### src/rtl/spq_pkg.sv
// shared types and constants for the sorted priority queue
// no dependencies
package spq_pkg;

  localparam int DEPTH_DEFAULT = 16;
  localparam int OP_W    = 2;
  localparam int ID_W    = 16;
  localparam int PRIO_W  = 8;
  localparam int STAT_W  = 2;

  typedef enum logic [OP_W-1:0] {
    OP_INSERT   = 2'd0,
    OP_POP_HIGH = 2'd1,
    OP_POP_LOW  = 2'd2,
    OP_REMOVE   = 2'd3
  } op_t;

  typedef enum logic [STAT_W-1:0] {
    ST_OK        = 2'd0,
    ST_EMPTY     = 2'd1,
    ST_FULL      = 2'd2,
    ST_NOT_FOUND = 2'd3
  } status_t;

  typedef enum logic [1:0] {
    S_IDLE,
    S_SCAN,
    S_FIN
  } state_t;

  typedef struct packed {
    logic [ID_W-1:0]   id;
    logic [PRIO_W-1:0] prio;
  } entry_t;

  localparam int ENTRY_W = $bits(entry_t);

endpackage

### src/rtl/spq_if.sv
// valid/ready channel interfaces for the queue's request and result items
// depends on spq_pkg
interface spq_in_if;
  import spq_pkg::*;
  logic              valid;
  logic              ready;
  logic [OP_W-1:0]   opcode;
  logic [ID_W-1:0]   entry_id;
  logic [PRIO_W-1:0] entry_priority;

  modport source (output valid, output opcode, output entry_id, output entry_priority,
                  input ready);
  modport sink (input valid, input opcode, input entry_id, input entry_priority,
                output ready);
endinterface

interface spq_out_if;
  import spq_pkg::*;
  logic              valid;
  logic              ready;
  logic [STAT_W-1:0] status;
  logic [ID_W-1:0]   out_id;
  logic [PRIO_W-1:0] out_priority;

  modport source (output valid, output status, output out_id, output out_priority,
                  input ready);
  modport sink (input valid, input status, input out_id, input out_priority,
                output ready);
endinterface

### src/rtl/spq_ram.sv
// generic single-write, single-read RAM with registered read data
// no dependencies
module spq_ram #(
  parameter int WIDTH = 24,
  parameter int DEPTH = 16
) (
  input  logic                     clk,
  input  logic                     wr_en,
  input  logic [$clog2(DEPTH)-1:0] wr_addr,
  input  logic [WIDTH-1:0]         wr_data,
  input  logic                     rd_en,
  input  logic [$clog2(DEPTH)-1:0] rd_addr,
  output logic [WIDTH-1:0]         rd_data
);
  logic [WIDTH-1:0] mem [DEPTH];

  always_ff @(posedge clk) begin
    if (wr_en) begin
      mem[wr_addr] <= wr_data;
    end
    if (rd_en) begin
      rd_data <= mem[rd_addr];
    end
  end
endmodule

### src/rtl/sorted_priority_queue_top.sv
// Sorted priority queue: in_ch takes one request item (opcode, entry_id,
// entry_priority), out_ch returns exactly one result item (status, out_id,
// out_priority) for each request. Valid/ready on both channels.
// Entries are held in a RAM, ordered from highest to lowest priority; equal
// priorities keep insertion order.
// Every operation but an insert into a full queue is one forward walk over
// the RAM by a small sequencer: one read issued per cycle, each read entry
// compared in the cycle after its read, and a write back to the same or the
// previous slot. An insert into a full queue skips the walk.
// in_ch.ready is high only while the sequencer is idle, so one item is in
// work at a time.
// The result sits in an output register; if out_ch is stalled the next item
// may still be accepted and walked, and only its result write-back waits.
// Reset (rst, synchronous) empties the queue and drops any pending result;
// RAM contents are not cleared, only slots below the fill count are read.
// Depends on spq_pkg, spq_if, spq_ram.
module sorted_priority_queue_top #(
  parameter int DEPTH = spq_pkg::DEPTH_DEFAULT
) (
  input logic clk,
  input logic rst,
  spq_in_if.sink    in_ch,
  spq_out_if.source out_ch
);
  import spq_pkg::*;

  localparam int AW = (DEPTH > 1) ? $clog2(DEPTH) : 1;
  localparam int CW = $clog2(DEPTH + 1);
  localparam logic [CW-1:0] FULL_CNT = CW'(DEPTH);

  state_t              state, state_next;
  logic [CW-1:0]       occ;
  logic [CW-1:0]       ridx;
  logic [AW-1:0]       pidx;
  logic                dv;
  logic                found;
  op_t                 op;
  logic [ID_W-1:0]     key_id;
  logic [PRIO_W-1:0]   key_prio;
  entry_t              hold;
  entry_t              got;

  logic                out_valid;
  logic [STAT_W-1:0]   out_status;
  logic [ID_W-1:0]     out_id_r;
  logic [PRIO_W-1:0]   out_prio_r;

  logic                accept;
  logic                fin_fire;
  logic                is_full;
  logic                match;
  entry_t              rd_entry;
  logic [ENTRY_W-1:0]  rd_data;
  logic                rd_en;
  logic [AW-1:0]       rd_addr;
  logic                wr_en;
  logic [AW-1:0]       wr_addr;
  entry_t              wr_entry;
  status_t             fin_status;

  assign accept   = in_ch.valid && in_ch.ready;
  assign fin_fire = (state == S_FIN) && (!out_valid || out_ch.ready);
  assign is_full  = (occ == FULL_CNT);
  assign rd_entry = entry_t'(rd_data);

  // compare rule of the current walk
  always_comb begin
    unique case (op)
      OP_INSERT:   match = (rd_entry.prio < key_prio);
      OP_POP_HIGH: match = 1'b1;
      OP_POP_LOW:  match = 1'b1;
      OP_REMOVE:   match = (rd_entry.id == key_id);
      default:     match = 1'b0;
    endcase
  end

  always_comb begin
    unique case (op)
      OP_INSERT:   fin_status = is_full ? ST_FULL : ST_OK;
      OP_POP_HIGH: fin_status = found ? ST_OK : ST_EMPTY;
      OP_POP_LOW:  fin_status = found ? ST_OK : ST_EMPTY;
      OP_REMOVE:   fin_status = found ? ST_OK : ST_NOT_FOUND;
      default:     fin_status = ST_OK;
    endcase
  end

  // next state
  always_comb begin
    state_next = state;
    unique case (state)
      S_IDLE: begin
        if (accept) begin
          if ((op_t'(in_ch.opcode) == OP_INSERT) && is_full) begin
            state_next = S_FIN;
          end else begin
            state_next = S_SCAN;
          end
        end
      end
      S_SCAN: begin
        if (!dv && (ridx >= occ)) begin
          state_next = S_FIN;
        end
      end
      S_FIN: begin
        if (fin_fire) begin
          state_next = S_IDLE;
        end
      end
      default: state_next = S_IDLE;
    endcase
  end

  // sequencer outputs: handshake and RAM ports
  always_comb begin
    in_ch.ready = (state == S_IDLE);
    rd_en       = (state == S_SCAN) && (ridx < occ);
    rd_addr     = ridx[AW-1:0];
    wr_en       = 1'b0;
    wr_addr     = pidx;
    wr_entry    = hold;
    if (dv) begin
      if (op == OP_INSERT) begin
        // ripple the displaced entry one slot toward the tail
        wr_en    = found || match;
        wr_addr  = pidx;
        wr_entry = hold;
      end else begin
        // close the gap behind the removed entry
        wr_en    = found;
        wr_addr  = pidx - AW'(1);
        wr_entry = rd_entry;
      end
    end else if (fin_fire && (op == OP_INSERT) && !is_full) begin
      wr_en    = 1'b1;
      wr_addr  = occ[AW-1:0];
      wr_entry = hold;
    end
  end

  spq_ram #(
    .WIDTH (ENTRY_W),
    .DEPTH (DEPTH)
  ) u_ram (
    .clk     (clk),
    .wr_en   (wr_en),
    .wr_addr (wr_addr),
    .wr_data (ENTRY_W'(wr_entry)),
    .rd_en   (rd_en),
    .rd_addr (rd_addr),
    .rd_data (rd_data)
  );

  always_ff @(posedge clk) begin
    if (rst) begin
      state     <= S_IDLE;
      occ       <= '0;
      dv        <= 1'b0;
      out_valid <= 1'b0;
    end else begin
      state <= state_next;
      dv    <= rd_en;
      if (fin_fire) begin
        out_valid <= 1'b1;
        if (op == OP_INSERT) begin
          if (!is_full) begin
            occ <= occ + CW'(1);
          end
        end else if (found) begin
          occ <= occ - CW'(1);
        end
      end else if (out_valid && out_ch.ready) begin
        out_valid <= 1'b0;
      end
    end
  end

  // walk datapath, no reset needed
  always_ff @(posedge clk) begin
    if (accept) begin
      op        <= op_t'(in_ch.opcode);
      key_id    <= in_ch.entry_id;
      key_prio  <= in_ch.entry_priority;
      hold.id   <= in_ch.entry_id;
      hold.prio <= in_ch.entry_priority;
      got       <= '0;
      found     <= 1'b0;
      if ((op_t'(in_ch.opcode) == OP_POP_LOW) && (occ != '0)) begin
        ridx <= occ - CW'(1);
      end else begin
        ridx <= '0;
      end
    end
    if (rd_en) begin
      ridx <= ridx + CW'(1);
      pidx <= ridx[AW-1:0];
    end
    if (dv) begin
      if (op == OP_INSERT) begin
        if (found || match) begin
          found <= 1'b1;
          hold  <= rd_entry;
        end
      end else if (!found && match) begin
        found <= 1'b1;
        got   <= rd_entry;
      end
    end
    if (fin_fire) begin
      out_status <= STAT_W'(fin_status);
      out_id_r   <= got.id;
      out_prio_r <= got.prio;
    end
  end

  assign out_ch.valid        = out_valid;
  assign out_ch.status       = out_status;
  assign out_ch.out_id       = out_id_r;
  assign out_ch.out_priority = out_prio_r;

endmodule

### src/flat_wrapper.sv
// flat-port wrapper written by rule: the top's interface ports become plain ports
module sorted_priority_queue_top_flat import spq_pkg::*;
#(
  parameter int DEPTH = spq_pkg::DEPTH_DEFAULT
)
  (clk, rst, in_ch_valid, in_ch_opcode, in_ch_entry_id, in_ch_entry_priority, in_ch_ready, out_ch_valid, out_ch_status, out_ch_out_id, out_ch_out_priority, out_ch_ready);
  spq_in_if in_ch_i ();
  spq_out_if out_ch_i ();
  input logic clk;
  input logic rst;
  input wire logic [$bits(in_ch_i.valid)-1:0] in_ch_valid;
  input wire logic [$bits(in_ch_i.opcode)-1:0] in_ch_opcode;
  input wire logic [$bits(in_ch_i.entry_id)-1:0] in_ch_entry_id;
  input wire logic [$bits(in_ch_i.entry_priority)-1:0] in_ch_entry_priority;
  output wire logic [$bits(in_ch_i.ready)-1:0] in_ch_ready;
  output wire logic [$bits(out_ch_i.valid)-1:0] out_ch_valid;
  output wire logic [$bits(out_ch_i.status)-1:0] out_ch_status;
  output wire logic [$bits(out_ch_i.out_id)-1:0] out_ch_out_id;
  output wire logic [$bits(out_ch_i.out_priority)-1:0] out_ch_out_priority;
  input wire logic [$bits(out_ch_i.ready)-1:0] out_ch_ready;
  assign in_ch_i.valid = in_ch_valid;
  assign in_ch_i.opcode = in_ch_opcode;
  assign in_ch_i.entry_id = in_ch_entry_id;
  assign in_ch_i.entry_priority = in_ch_entry_priority;
  assign in_ch_ready = in_ch_i.ready;
  assign out_ch_valid = out_ch_i.valid;
  assign out_ch_status = out_ch_i.status;
  assign out_ch_out_id = out_ch_i.out_id;
  assign out_ch_out_priority = out_ch_i.out_priority;
  assign out_ch_i.ready = out_ch_ready;
  sorted_priority_queue_top #(.DEPTH(DEPTH)) u_core (.clk(clk), .rst(rst), .in_ch(in_ch_i), .out_ch(out_ch_i));
endmodule
### config.mk
export PLATFORM = sky130hd
export DESIGN_NAME = sorted_priority_queue_top_flat
export DESIGN_NICKNAME = d
export VERILOG_FILES = /design/src/rtl/spq_pkg.sv /design/src/rtl/spq_if.sv /design/src/rtl/spq_ram.sv /design/src/rtl/sorted_priority_queue_top.sv /design/src/flat_wrapper.sv
export SDC_FILE = /design/constraint.sdc
export NUM_CORES = 1
export LEC_CHECK = 0
export BUFFER_PORTS_ARGS = -buffer_cell sky130_fd_sc_hd__buf_2
export CORE_ASPECT_RATIO = 1.25
export CORE_MARGIN = 4
export CORE_UTILIZATION = 35
export DETAILED_ROUTE_END_ITERATION = 10
export SLEW_MARGIN = 0
export SYNTH_ARGS = -nofsm -noshare
export SYNTH_HDL_FRONTEND = slang
export SYNTH_SLANG_ARGS = --single-unit
### constraint.sdc
create_clock -name clk -period 10.3 [get_ports clk]
set_input_delay 1.545 -clock clk [delete_from_list [all_inputs] [get_ports clk]]
set_output_delay 1.545 -clock clk [all_outputs]
set_load 0.01 [all_outputs]
==> run summary <==
The run finished with clean final reports. Measured along the x axis, the die boundary spans 226.0 um. Tracing the worst setup path back leads to its startpoint at u_core.u_ram.rd_data[1].

For the required time reported for the critical path endpoint, the log shows 10560 ps. After global routing, the most crowded layer is met2. The delay contributed by the slowest stage of the critical path was 690 ps; the synthesized instance count was 1086.

Yosys mapped a number of flops with a built-in enable equal to 469. The insertion delay of the later-clocked pin in the worst-skew pair came out at 570 ps. The overall routing resource usage was 0.1420. TritonCTS built the clock tree. Including well taps, the total number of placed cells is 1901.

For the met2 usage in global routing, the log shows 0.2300. The logs give 0.156 for the fraction of power consumed by combinational cells and 0 for the number of buffers inserted for hold repair after clock tree synthesis. The power density relative to cell area is 224.1 mW/mm^2. In this run the worst setup path terminates at u_core.u_ram.mem[5][10]. IR analysis of the VDD net gives a maximum drop of 0.1331 mV.

Dividing the detail-routed wire length by the instance count gives 22.59 um. Max-cap violations in this run came to 0. Number of H-tree levels: 2. The clock drives 527 sinks. The tools report the kind of capture point of the worst setup path as a flip-flop. The setup slack of the worst register-to-register path was 6560 ps; the routing usage on met1 was 0.2003. The post-route clock period utilization was 0.3636; the die footprint was 0.06337 mm^2. For the number of hold violations in the final report, the log shows 0. Critical setup path kind: flip-flop to flip-flop.

The cell family contributing the most delay on the critical path is compound AO/OA/AOI/OAI gates. For the initial antenna violation count, the log shows 0. The run gives 10350 as the number of global-route vias before repair. For the maximum clock skew at final layout, the log shows 11.76 ps. Count of final setup violators: 0. The maximum root-to-sink buffer count came out at 3. The share of total power in sequential cells is 0.484. The tools report the final count of pins violating max slew as 0. Hold timing on the final database bottoms out at a slack of 429.4 ps. The filler cells instantiated in the layout total 5202. The tools report the number of nets in the final layout as 1244. The number of optimization iterations in the first detailed-route pass is 5. Switching share of power: 0.2504. Overall power consumption after layout is estimated at 5372 uW. The maximum number of pins on one net before global-route repair came out at 102. Counting flops and latches in the post-synthesis netlist gives 527. The number of cell rows is 99, and the height of the chip is 280.5 um. The clock group share of total power was 0.360. The share of post-route cells with drive strength above 1 works out to 0.2699.

For the pin with the worst max-slew slack, the measured transition is 1165 ps. The remaining antenna violation count after routing was 0; the headroom to the max-slew limit was 0.2134. The number of unique standard cell types used by synthesis is 51, and the routability congestion estimate is 0.8056.

Traced cell by cell, the critical path runs through ha_1, or3b_1, o2111ai_1, a31oi_1, a2111oi_4, o311ai_0, nor2_2, buf_4. Worst-case reg-to-reg path depth: 8. For the finished layout, the period the worst path requires is 3745 ps.

In this run the critical register-to-register path is captured at u_core.u_ram.mem[5][10]. The analysis attributes to net switching a power of 1345 uW. Summed over all layers, the routed wires come to 44980 um. The tools report the internal portion of total power as 4027 uW. For the part of the Yosys area used for sequential elements, the log shows 0.7334. In this run the critical register-to-register path is launched from u_core.u_ram.rd_data[1]. Setup repair after global routing left no endpoint under its margin. A synthesized cell averages 19.14 um^2. The setup total negative slack came out at 0 ps. Detailed placement ended at an HPWL of 28840 um. For this run, design rule violations remaining after detail routing come to 0. The first routing iteration left 947 violations. The number of buffers and inverters on the critical path was 1; the total stage count of the critical path was 8. The critical path launch point type is a flip-flop. The met3 global-route usage came out at 0.02302.

After detailed routing, the number of vias per cell comes to 5.099. The routed layout has 10150 vias. For this run, the top clock speed supported by timing is 267.0 MHz. The cell type of the slowest stage on the worst timing path is sky130_fd_sc_hd__a2111oi_4. The logs give 58 for the I/O pin count and 0.005187 mm^2 for the area taken by multi-input logic gates. The total overflow left after global routing is 0. Once layout is done, the placed cells without fillers occupy 0.02398 mm^2. The type of the tightest min-delay check was flip-flop to flip-flop. The synthesized netlist net count is 1136. STA puts the critical path data arrival time at 4000 ps. In this run the static leakage power is 0.008342 uW.

The number of standard cells in the final layout excluding fillers was 1991; the register clock-pin slew on the reported worst setup and hold paths was 70 ps. The first global-routing pass estimated 67860 um of wire. The post-cts repair resize count is 0.

The cell at the root of the clock tree is sky130_fd_sc_hd__clkbuf_16. In this run the cell area of the synthesized design comes to 0.02078 mm^2. The region available for standard cell placement spans 0.05859 mm^2. The number of antenna diodes in the final layout is 0. From synthesis to final layout, the design area changed by 15.35%. Post-CTS timing repair inserted 0 buffers for setup. The number of warnings reported in the yosys synthesis log was 0; the area used by sequential logic in the layout was 0.01524 mm^2.

Input and output buffers added on the ports amount to 57. The tools report the number of buffers created by CTS as 48. Summing all placed instances gives a cell area of 0.02224 mm^2.

Among all flip-flop cells after synthesis, the most frequent one is sky130_fd_sc_hd__edfxtp_1. Of all nets on the critical path, the largest fanout is 14. The starting utilization of the core area is 0.3548, and the share of synthesized registers carrying an async set or reset is 0.
-- cell type report --
cell class,count,area share
tap,757,0.03951
inverter,50,0.007828
sequential,527,0.6358
clock buffer,52,0.05250
timing repair buffer,107,0.02808
multi-input combinational,460,0.2164
clock inverter,38,0.01988
-- through the flow --
stage,setup slack (ps),util
2_1_floorplan,6344,-
3_3_place_gp,6138,0.3796
3_5_place_dp,6066,0.3796
4_1_cts,6499,0.4092
5_1_grt,6241,0.4092
6_report,6555,0.4092
-- cell families (layout without fill, tap and decap cells) --
group | after synthesis | count (layout) | synth area share
adder cells (fa/ha/maj) | 20 | 20 | 0.01204
AO/OA/AOI/OAI | 71 | 71 | 0.02378
AND/OR/NAND/NOR | 140 | 140 | 0.03034
flip-flops | 527 | 527 | 0.7334
multiplexers | 199 | 199 | 0.1683
XOR/XNOR | 30 | 30 | 0.01264
buffers and inverters | 99 | 247 | 0.01950
-- worst reg2reg max path: cells and delay by family, from the launching register on --
kind	cells	cell delay, ps
compound gates	4	1480
simple gates	2	990
flops	1	390
buf+inv	1	340
fa+ha+maj	1	220
-- routing by layer --
layer	vias to the layer above	share of wire	routed length (um)
met4	0	0.024	1076
met3	61	0.055	2465
met2	282	0.49	21850
met1	5289	0.44	19590
met5	-	0	0
li1	4521	-	-
-- worst min-delay path by stage --
stage | startpoint | endpoint | slack [ps] | depth (start not counted)
CTS | u_core.got[20] | u_core.out_ch.out_id[12] | 430 | 0
global route | u_core.got[20] | u_core.out_ch.out_id[12] | 440 | 0
detailed placement | u_core.got[20] | u_core.out_ch.out_id[12] | 420 | 0
floorplan | u_core.got[8] | u_core.out_ch.out_id[0] | 410 | 0
global placement | u_core.got[21] | u_core.out_ch.out_id[13] | 410 | 0
finish | u_core.got[1] | u_core.out_ch.out_priority[1] | 430 | 0
-- state kept, by name, summed over array words and instances, names as in the netlist --
name / cells
u_core.hold: 24
u_core.out_ch.valid: 1
u_core.out_ch.out_priority: 8
u_core.found: 1
u_core.got: 24
u_core.state: 2
u_core.dv: 1
u_core.out_ch.status: 2
u_core.u_ram.rd_data: 24
u_core.key_prio: 8
u_core.out_ch.out_id: 16
u_core.op: 2
u_core.key_id: 16
u_core.ridx: 5
u_core.occ: 5
u_core.u_ram.mem: 384
u_core.pidx: 4
-- synth_stat cells, drive strengths merged, types with 7 or more instances --
cell type | count | share of area
buf | 22 | 0.0056
o21ai | 32 | 0.0079
xor2 | 19 | 0.0080
xnor2 | 11 | 0.0046
edfxtp | 469 | 0.68
nand2b | 7 | 0.0021
nand2 | 68 | 0.012
clkbuf | 27 | 0.0049
inv | 50 | 0.0090
mux4 | 120 | 0.13
mux2i | 76 | 0.037
ha | 20 | 0.012
nor4 | 8 | 0.0024
dfxtp | 58 | 0.056
nor2 | 33 | 0.0060
-- power groups by stage --
stage	clock [uW]	sequential [uW]	combinational, uW
after floorplan	0	2640	522
after global placement	0	2640	837
after detailed placement	0	2640	855
after CTS	1980	2600	857
after global routing	2070	2610	917
final	1930	2600	841
-- cells in the final DEF, fill, tap and decap left out, types with 3 or more instances in the layout --
| master | instances |
|---|---|
| sky130_fd_sc_hd__clkinv_2 | 8 |
| sky130_fd_sc_hd__mux4_2 | 120 |
| sky130_fd_sc_hd__nand2_1 | 67 |
| sky130_fd_sc_hd__mux2i_1 | 76 |
| sky130_fd_sc_hd__nand2b_1 | 7 |
| sky130_fd_sc_hd__clkinv_1 | 8 |
| sky130_fd_sc_hd__o21ai_1 | 6 |
| sky130_fd_sc_hd__a21oi_1 | 5 |
| sky130_fd_sc_hd__xor2_1 | 19 |
| sky130_fd_sc_hd__dfxtp_1 | 58 |
| sky130_fd_sc_hd__buf_2 | 57 |
| sky130_fd_sc_hd__inv_1 | 50 |
| sky130_fd_sc_hd__bufinv_16 | 10 |
| sky130_fd_sc_hd__nor2b_1 | 6 |
| sky130_fd_sc_hd__xnor2_1 | 11 |
| sky130_fd_sc_hd__o22ai_1 | 5 |
| sky130_fd_sc_hd__clkinvlp_4 | 5 |
| sky130_fd_sc_hd__o41ai_1 | 4 |
| sky130_fd_sc_hd__ha_1 | 20 |
| sky130_fd_sc_hd__edfxtp_1 | 469 |
| sky130_fd_sc_hd__buf_4 | 49 |
| sky130_fd_sc_hd__mux2_2 | 3 |
| sky130_fd_sc_hd__nor3_1 | 6 |
| sky130_fd_sc_hd__nor2_2 | 17 |
| sky130_fd_sc_hd__inv_6 | 5 |
| sky130_fd_sc_hd__nor4_1 | 8 |
| sky130_fd_sc_hd__clkbuf_16 | 50 |
| sky130_fd_sc_hd__o21ai_0 | 25 |
| sky130_fd_sc_hd__nor2_1 | 16 |
| sky130_fd_sc_hd__o21a_1 | 3 |
Note: power is estimated with default switching activity, not from simulation.
